### config.mk
export PLATFORM = sky130hd
export DESIGN_NAME = contiguous_ring_pointer_manager
export DESIGN_NICKNAME = d
export VERILOG_FILES = /design/src/crpm_pkg.sv /design/src/crpm_step.sv /design/src/contiguous_ring_pointer_manager.sv
export SDC_FILE = /design/constraint.sdc
export NUM_CORES = 2
export LEC_CHECK = 0
export ABC_AREA = 0
export BUFFER_PORTS_ARGS = -buffer_cell sky130_fd_sc_hd__buf_2
export CAP_MARGIN = 10
export CORE_AREA = 2 2 406 408
export CTS_CLUSTER_SIZE = 30
export DETAILED_ROUTE_END_ITERATION = 6
export DIE_AREA = 0 0 408 410
export PLACE_DENSITY_LB_ADDON = 0.2
export SYNTH_ARGS = -nofsm -noshare
export SYNTH_HDL_FRONTEND = slang
export SYNTH_SLANG_ARGS = --single-unit
### constraint.sdc
create_clock -name clk -period 18.7 [get_ports clk]
set_input_delay 4.675 -clock clk [delete_from_list [all_inputs] [get_ports clk]]
set_output_delay 4.675 -clock clk [all_outputs]
set_load 0.02 [all_outputs]
### src/crpm_pkg.sv
// Shared types and constants for the contiguous ring pointer manager.
// No dependencies; used by crpm_step, contiguous_ring_pointer_manager and the testbench.
package crpm_pkg;

  localparam int MAX_SIZE_LOG2_DEF = 16;
  localparam int POS_WIDTH_DEF     = 32;

  localparam int          SIZE_LOG2_W     = 5;
  localparam logic [4:0]  SIZE_LOG2_RESET = 5'd16;
  localparam int          FIELD_W         = 16;

  typedef enum logic [1:0] {
    CMD_WR_ACQUIRE = 2'd0,
    CMD_WR_RELEASE = 2'd1,
    CMD_RD_ACQUIRE = 2'd2,
    CMD_RD_RELEASE = 2'd3
  } cmd_t;

  typedef struct packed {
    logic                 granted;
    logic [FIELD_W-1:0]   region_offset;
    logic [FIELD_W-1:0]   read_length;
    logic [FIELD_W-1:0]   write_space;
    logic [FIELD_W-1:0]   read_count;
  } res_t;

endpackage

### src/crpm_step.sv
// Next-state and result logic for one ring command.
// Depends on crpm_pkg (cmd_t, res_t, field widths).
module crpm_step #(
  parameter int MAX_SIZE_LOG2 = crpm_pkg::MAX_SIZE_LOG2_DEF,
  parameter int POS_WIDTH     = crpm_pkg::POS_WIDTH_DEF
) (
  input  logic [crpm_pkg::SIZE_LOG2_W-1:0] size_log2,
  input  crpm_pkg::cmd_t                   cmd,
  input  logic [crpm_pkg::FIELD_W-1:0]     amount,
  input  logic [POS_WIDTH-1:0]             wpos,
  input  logic [POS_WIDTH-1:0]             rpos,
  input  logic [POS_WIDTH-1:0]             pad_start,
  input  logic [crpm_pkg::FIELD_W-1:0]     pad_len,
  input  logic [crpm_pkg::FIELD_W-1:0]     pend,
  output logic [POS_WIDTH-1:0]             wpos_next,
  output logic [POS_WIDTH-1:0]             rpos_next,
  output logic [POS_WIDTH-1:0]             pad_start_next,
  output logic [crpm_pkg::FIELD_W-1:0]     pad_len_next,
  output logic [crpm_pkg::FIELD_W-1:0]     pend_next,
  output crpm_pkg::res_t                   res
);
  import crpm_pkg::*;

  localparam int PW = POS_WIDTH;
  localparam logic [SIZE_LOG2_W-1:0] LG_MAX = SIZE_LOG2_W'(MAX_SIZE_LOG2);

  function automatic logic [PW-1:0] free_fn(input logic [PW-1:0] w, input logic [PW-1:0] r,
                                            input logic [PW-1:0] size);
    logic [PW-1:0] used;
    used = w - r;
    if (used >= size) return '0;
    return size - used - PW'(1);
  endfunction

  // Serial-number order: a precedes b when a - b has its top bit set.
  function automatic logic before_fn(input logic [PW-1:0] a, input logic [PW-1:0] b);
    logic [PW-1:0] d;
    d = a - b;
    return d[PW-1];
  endfunction

  // Readable bytes, not counting a tail pad that has been fully published.
  function automatic logic [PW-1:0] readable_fn(input logic [PW-1:0] w, input logic [PW-1:0] r,
                                                input logic [PW-1:0] pst,
                                                input logic [FIELD_W-1:0] plen);
    logic [PW-1:0] plen_pw;
    plen_pw = PW'(plen);
    if (plen != '0 && r == pst && !before_fn(w, r + plen_pw))
      return (w - r) - plen_pw;
    if (plen != '0 && before_fn(r, pst) && !before_fn(w, pst + plen_pw))
      return (pst - r) + ((w - pst) - plen_pw);
    return w - r;
  endfunction

  function automatic logic [FIELD_W-1:0] sat16(input logic [PW-1:0] v);
    if (|v[PW-1:FIELD_W]) return '1;
    return v[FIELD_W-1:0];
  endfunction

  logic [SIZE_LOG2_W-1:0] lg_eff;
  logic [PW-1:0]          size_pw;
  logic [PW-1:0]          mask_pw;
  logic [PW-1:0]          amount_pw;
  logic [PW-1:0]          avail;
  logic [PW-1:0]          wr_off;
  logic [PW-1:0]          wr_linear;
  logic [PW-1:0]          pad_end;
  logic [PW-1:0]          r_eff;
  logic [PW-1:0]          data;
  logic [PW-1:0]          rd_off;
  logic [PW-1:0]          rd_linear;
  logic                   blocked;

  always_comb begin
    if (size_log2 == '0) begin
      lg_eff = SIZE_LOG2_W'(1);
    end else if (size_log2 > LG_MAX) begin
      lg_eff = LG_MAX;
    end else begin
      lg_eff = size_log2;
    end
  end

  assign size_pw   = PW'(1) << lg_eff;
  assign mask_pw   = size_pw - PW'(1);
  assign amount_pw = PW'(amount);
  assign avail     = free_fn(wpos, rpos, size_pw);
  assign wr_off    = wpos & mask_pw;
  assign wr_linear = size_pw - wr_off;
  assign pad_end   = rpos + PW'(pad_len);

  always_comb begin
    wpos_next      = wpos;
    rpos_next      = rpos;
    pad_start_next = pad_start;
    pad_len_next   = pad_len;
    pend_next      = pend;
    res            = '0;
    r_eff          = rpos;
    blocked        = 1'b0;
    data           = '0;
    rd_off         = '0;
    rd_linear      = '0;

    case (cmd)
      CMD_WR_ACQUIRE: begin
        if (amount_pw != '0 && amount_pw < size_pw) begin
          pend_next = '0;
          if (amount_pw <= avail) begin
            if (amount_pw > wr_linear) begin
              // Wrap: the region starts at offset zero behind a tail pad.
              if (pad_len == '0 && ({1'b0, amount_pw} + {1'b0, wr_linear}) <= {1'b0, avail}) begin
                pend_next   = wr_linear[FIELD_W-1:0];
                res.granted = 1'b1;
              end
            end else begin
              res.granted       = 1'b1;
              res.region_offset = wr_off[FIELD_W-1:0];
            end
          end
        end
      end
      CMD_WR_RELEASE: begin
        if (pend != '0) begin
          pad_start_next = wpos;
          pad_len_next   = pend;
          wpos_next      = wpos + PW'(pend) + amount_pw;
          pend_next      = '0;
        end else begin
          wpos_next = wpos + amount_pw;
        end
        res.granted = 1'b1;
      end
      CMD_RD_ACQUIRE: begin
        if (pad_len != '0 && rpos == pad_start) begin
          if (before_fn(wpos, pad_end)) begin
            blocked = 1'b1;
          end else begin
            r_eff        = pad_end;
            rpos_next    = pad_end;
            pad_len_next = '0;
          end
        end
        if (!blocked) begin
          data = (pad_len != '0 && before_fn(r_eff, pad_start)) ? pad_start - r_eff
                                                                : wpos - r_eff;
          if (data != '0) begin
            rd_off            = r_eff & mask_pw;
            rd_linear         = size_pw - rd_off;
            res.granted       = 1'b1;
            res.region_offset = rd_off[FIELD_W-1:0];
            res.read_length   = sat16((data < rd_linear) ? data : rd_linear);
          end
        end
      end
      CMD_RD_RELEASE: begin
        rpos_next   = rpos + amount_pw;
        res.granted = 1'b1;
      end
      default: begin
        res = '0;
      end
    endcase

    res.write_space = sat16(free_fn(wpos_next, rpos_next, size_pw));
    res.read_count  = sat16(readable_fn(wpos_next, rpos_next, pad_start_next, pad_len_next));
  end

endmodule

### src/contiguous_ring_pointer_manager.sv
// Top level of the contiguous ring pointer manager: input register, state, result register.
// Depends on crpm_pkg and crpm_step.
//
//   channel  signals                                  contents (low bits first)
//   s_axis   tvalid tready tdata[15:0] tuser[1:0]     tdata: amount; tuser: cmd
//   m_axis   tvalid tready tdata[63:0] tuser[0]       tdata: region_offset, read_length,
//                                                     write_space, read_count; tuser: granted
//   cfg      cfg_we cfg_wdata[4:0]                    ring_size_log2
//
// One command per cycle while the output is not stalled; a command is held in the input
// register and its result is then registered in the output register.
// The pointer update and the result are computed in the same cycle by crpm_step.
// Reset and a configuration write clear all positions; reset sets the size to 2^16.
// A stalled output holds its word; the input register keeps taking words while the
// output register is free or being drained.
module contiguous_ring_pointer_manager #(
  parameter int MAX_SIZE_LOG2 = crpm_pkg::MAX_SIZE_LOG2_DEF,
  parameter int POS_WIDTH     = crpm_pkg::POS_WIDTH_DEF
) (
  input  logic                             clk,
  input  logic                             rst,
  input  logic                             cfg_we,
  input  logic [crpm_pkg::SIZE_LOG2_W-1:0] cfg_wdata,      // ring_size_log2
  input  logic                             s_axis_tvalid,
  output logic                             s_axis_tready,
  input  logic [15:0]                      s_axis_tdata,   // amount
  input  logic [1:0]                       s_axis_tuser,   // cmd
  output logic                             m_axis_tvalid,
  input  logic                             m_axis_tready,
  output logic [63:0]                      m_axis_tdata,   // region_offset, read_length,
                                                           // write_space, read_count
  output logic                             m_axis_tuser    // granted
);
  import crpm_pkg::*;

  logic [SIZE_LOG2_W-1:0] size_log2;
  logic [POS_WIDTH-1:0]   wpos, rpos, pad_start;
  logic [FIELD_W-1:0]     pad_len, pend;
  logic [POS_WIDTH-1:0]   wpos_next, rpos_next, pad_start_next;
  logic [FIELD_W-1:0]     pad_len_next, pend_next;

  logic                   in_valid;
  cmd_t                   in_cmd;
  logic [FIELD_W-1:0]     in_amount;
  res_t                   step_res;
  res_t                   out_res;
  logic                   out_valid;
  logic                   adv;
  logic                   step_en;

  assign adv           = !out_valid || m_axis_tready;
  assign step_en       = in_valid && adv;
  assign s_axis_tready = !in_valid || adv;

  always_ff @(posedge clk) begin
    if (rst) begin
      in_valid <= 1'b0;
    end else if (s_axis_tvalid && s_axis_tready) begin
      in_valid <= 1'b1;
    end else if (step_en) begin
      in_valid <= 1'b0;
    end
  end

  always_ff @(posedge clk) begin
    if (s_axis_tvalid && s_axis_tready) begin
      in_cmd    <= cmd_t'(s_axis_tuser);
      in_amount <= s_axis_tdata;
    end
  end

  crpm_step #(
    .MAX_SIZE_LOG2 (MAX_SIZE_LOG2),
    .POS_WIDTH     (POS_WIDTH)
  ) u_step (
    .size_log2      (size_log2),
    .cmd            (in_cmd),
    .amount         (in_amount),
    .wpos           (wpos),
    .rpos           (rpos),
    .pad_start      (pad_start),
    .pad_len        (pad_len),
    .pend           (pend),
    .wpos_next      (wpos_next),
    .rpos_next      (rpos_next),
    .pad_start_next (pad_start_next),
    .pad_len_next   (pad_len_next),
    .pend_next      (pend_next),
    .res            (step_res)
  );

  always_ff @(posedge clk) begin
    if (rst) begin
      size_log2 <= SIZE_LOG2_RESET;
      wpos      <= '0;
      rpos      <= '0;
      pad_start <= '0;
      pad_len   <= '0;
      pend      <= '0;
    end else if (cfg_we) begin
      size_log2 <= cfg_wdata;
      wpos      <= '0;
      rpos      <= '0;
      pad_start <= '0;
      pad_len   <= '0;
      pend      <= '0;
    end else if (step_en) begin
      wpos      <= wpos_next;
      rpos      <= rpos_next;
      pad_start <= pad_start_next;
      pad_len   <= pad_len_next;
      pend      <= pend_next;
    end
  end

  always_ff @(posedge clk) begin
    if (rst) begin
      out_valid <= 1'b0;
    end else if (adv) begin
      out_valid <= in_valid;
    end
  end

  always_ff @(posedge clk) begin
    if (step_en) begin
      out_res <= step_res;
    end
  end

  assign m_axis_tvalid = out_valid;
  assign m_axis_tuser  = out_res.granted;
  assign m_axis_tdata  = {out_res.read_count, out_res.write_space,
                          out_res.read_length, out_res.region_offset};

  // A noted pad is always consumed by the write release that follows it.
  a_release_clears_pend: assert property (@(posedge clk) disable iff (rst)
    (step_en && in_cmd == CMD_WR_RELEASE) |=> (pend == '0))
    else $error("pending pad survived a write release");

  // A held input word is never dropped before it has been processed.
  a_input_held: assert property (@(posedge clk) disable iff (rst)
    (in_valid && !step_en) |=> in_valid)
    else $error("input word lost while output was stalled");

  // Every processed word produces a result word on the next edge.
  a_result_follows: assert property (@(posedge clk) disable iff (rst)
    step_en |=> m_axis_tvalid)
    else $error("processed word produced no result");

  // A configuration write empties the ring.
  a_cfg_clears: assert property (@(posedge clk) disable iff (rst)
    cfg_we |=> (wpos == '0 && rpos == '0 && pad_len == '0 && pend == '0))
    else $error("configuration write did not clear the ring state");

endmodule

==> metrics.txt <==
status finished clean; Post-Syn Area between 40000 and 50000 um^2; WS Path Type reg -> reg; Crit. Startpoint rpos[1]$_SDFFE_PP0P_; routed vias/inst approximately 5.2; crit-path max cell delay 0.73 ns; most frequent cells in the layout 667 x ha_1, 601 x inv_1, 424 x a21oi_1, 413 x nor2_1, 405 x nand2_1; Synth Flop Type dfxtp_1; f_max roughly 0.06 GHz; switching power about 1600 uW; Netlist cell types around 100; post-cts sizing count 0; Power Total approximately 3300 uW; Reg2Reg Setup Slack about 2.1 ns; HP Class reg -> reg; Slew HR 0.163; CP bufs+invs 1; Comb pwr share 0.613; period utilization 0.888; vias in the first global route a little under 40000; Placeable Area around 160000 um^2; max-slew violations 0; Hold Path Sink m_axis_tvalid$_SDFFE_PP0P_; DP Area 44200 um^2; hold path depth 2; Area Overhead vs Synth 12.2%; Async SR Flop Fraction 0; FF+latch area 5190 um^2; largest net degree at the start of global routing between 100 and 150; die area between 150000 and 200000 um^2; first-pass GRT wire length between 200000 and 300000 um; DPL Wire Length approximately 150000 um; DRT iter0 DRCs 3352; fin nets 6248; FILL cells around 18000; R2R Path Start rpos[1]$_SDFFE_PP0P_; top post-synthesis cells by area ha_1 21%, dfxtp_1 6.7%, edfxtp_1 6.2%; clk sinks 218; leading cell type in the layout, fill and taps excluded ha_1; final-report setup violation count 0; CP endpoint kind register; min Tclk post-route between 15 and 20 ns; CTS tree done; Mean Syn Cell Area 7.66 um^2; IO Count between 90 and 100; # rows around 150; CP delay by family, top compound AO/OA/AOI/OAI gates; clock latency on the worst-skew pair approximately 0.62 ns; post-CTS setup buffer count 0; Multi-input gate area about 33000 um^2; drt pass-1 iters 6; H-tree levels 2; Max Clock Skew about 0.027 ns; Power Internal roughly 1700 uW; die height 410 um; unrepaired setup endpoints after global routing false; DIE WIDTH a little over 400 um; Syn Inst Count approximately 5300; CP max FO 17; final setup TNS 0 ns; register area share after synthesis 0.128; GRT overflow 0; switching part of the total 0.481; R2R cell count 56; startpoint types register; fraction of layout cells with a size suffix above 1 0.0705; Wirelength per Cell between 20 and 25 um; Synth area leader ha_1; Crit-path slowest cell nor2_2; CP required roughly 19 ns; Clock Tree Buf Depth 3; WP data arrival approximately 17 ns; number of synthesized flops with an enable pin between 80 and 90; Root Driver clkbuf_16; Hold Startpoint in_valid$_SDFFE_PP0P_; Final GP Congestion 0.989; Slew @ Worst Pin 1.25 ns; reg-to-reg endpoint m_axis_tdata[18]$_SDFFCE_PP0P_; maximum vdd ir drop 0.0667 mV; leakage power 0.0208 uW; drt total wl between 150000 and 200000 um; Final Hold Fails 0; Vias around 40000; Routed Antenna Nets 0; drt drc 0; PortBufs 94; antenna fix cells 0; share of the synthesized area in the top cell type 0.206; Power Density 73.3 nW/um^2; CTS clock-pin slew for the worst setup and hold paths 0.07 ns; initial antenna violation count 12; Clk network pwr share 0.225; TritonCTS buffer count 36; max_cap viols 0; YS warnings 0; starting density of the core 0.248; GRT Total Usage 0.214; Flop pwr share 0.162; synthesis-stage register bit count around 220; Final Instance Area about 45000 um^2; # hold bufs at CTS 0
-- metal layers --
metal	track usage	share of wire	vias up
li1	-	-	19100
met1	0.294	0.46	19400
met2	0.348	0.45	1204
met3	0.0230	0.054	242
met4	0.0708	0.035	4
met5	0.00402	0.00056	-
-- worst max-delay path by stage --
stage,to,cells past startpoint
2_1_floorplan,m_axis_tdata[16]$_SDFFCE_PP0P_,62
3_3_place_gp,m_axis_tdata[18]$_SDFFCE_PP0P_,58
3_5_place_dp,m_axis_tdata[18]$_SDFFCE_PP0P_,57
4_1_cts,m_axis_tdata[18]$_SDFFCE_PP0P_,57
5_1_grt,m_axis_tdata[18]$_SDFFCE_PP0P_,56
6_report,m_axis_tdata[18]$_SDFFCE_PP0P_,56
-- cells by family after synthesis --
group | after synthesis | share of synthesized area
buffers and inverters | 782 | 0.0743
DFF | 218 | 0.128
and+or+nand+nor | 1520 | 0.180
other | 2 | 0.000185
muxes | 90 | 0.0232
AOI/OAI and AO/OA | 1504 | 0.244
xor gates and xnor gates | 389 | 0.0853
adders and majority gates | 786 | 0.265
-- power by group through the flow --
| stage | registers (uW) | clock network (uW) | logic, uW |
|---|---|---|---|
| after detailed placement | 550 | 0 | 2020 |
| after global routing | 541 | 780 | 2260 |
| final | 540 | 748 | 2040 |
| after floorplan | 548 | 0 | 1420 |
| after CTS | 540 | 770 | 2040 |
| after global placement | 550 | 0 | 2020 |
-- registers in the layout (all words and copies together) (netlist names) --
signal	count
size_log2	5
in_amount	16
m_axis_tuser	1
pend	16
rpos	32
in_cmd	2
pad_start	32
pad_len	16
wpos	32
m_axis_tvalid	1
in_valid	1
m_axis_tdata	64
-- Yosys cell counts, types with 11 or more instances --
library cell / count
o21bai_1: 54
and4_1: 12
a21oi_1: 424
o21ai_0: 285
o22ai_1: 18
a21boi_0: 19
and2_1: 36
a22o_1: 19
nand3_1: 131
nor2_1: 413
ha_1: 668
nand2b_1: 78
and3_1: 44
xor2_1: 142
or3_1: 42
a31oi_1: 43
a211o_1: 17
mux2_2: 28
a2111oi_0: 11
nor4_1: 57
o211ai_1: 37
a31o_2: 18
o2111ai_1: 12
nand4_1: 72
o31ai_1: 31
a22oi_1: 18
clkbuf_1: 132
o31a_1: 12
fa_1: 118
nor3_1: 99
nand3b_1: 13
dfxtp_1: 135
edfxtp_1: 83
inv_1: 601
o41ai_1: 11
xnor2_1: 242
o21a_1: 73
a211oi_1: 105
mux2i_1: 61
or2_2: 14
nand2_1: 406
buf_2: 27
a221oi_1: 27
nor2b_1: 64
a21o_1: 152
-- area by class of cell --
class,count,area share
flip-flops and latches,218,0.114
clock buffers,43,0.0220
repair buffers,215,0.0305
multi-input cells,4356,0.718
clock inverters,23,0.00520
well taps,2189,0.0602
inverters,607,0.0503
-- worst min-delay path: cells and delay by family (launching register included) --
family / cells / cell delay [ns]
flip-flops: 1 / 0.35
AND/OR/NAND/NOR: 2 / 0.15
-- metrics by stage --
stage,worst slack [ns],hold WS (ns),utilization,instances
after floorplan,5.37,0.470,-,5356
after global placement,1.85,0.521,0.270,7584
after detailed placement,1.72,0.528,0.270,7584
after CTS,1.65,0.540,0.278,7650
after global routing,0.905,0.560,0.278,7651
final,2.10,0.537,0.278,7651
Note: power is estimated with default switching activity, not from simulation.
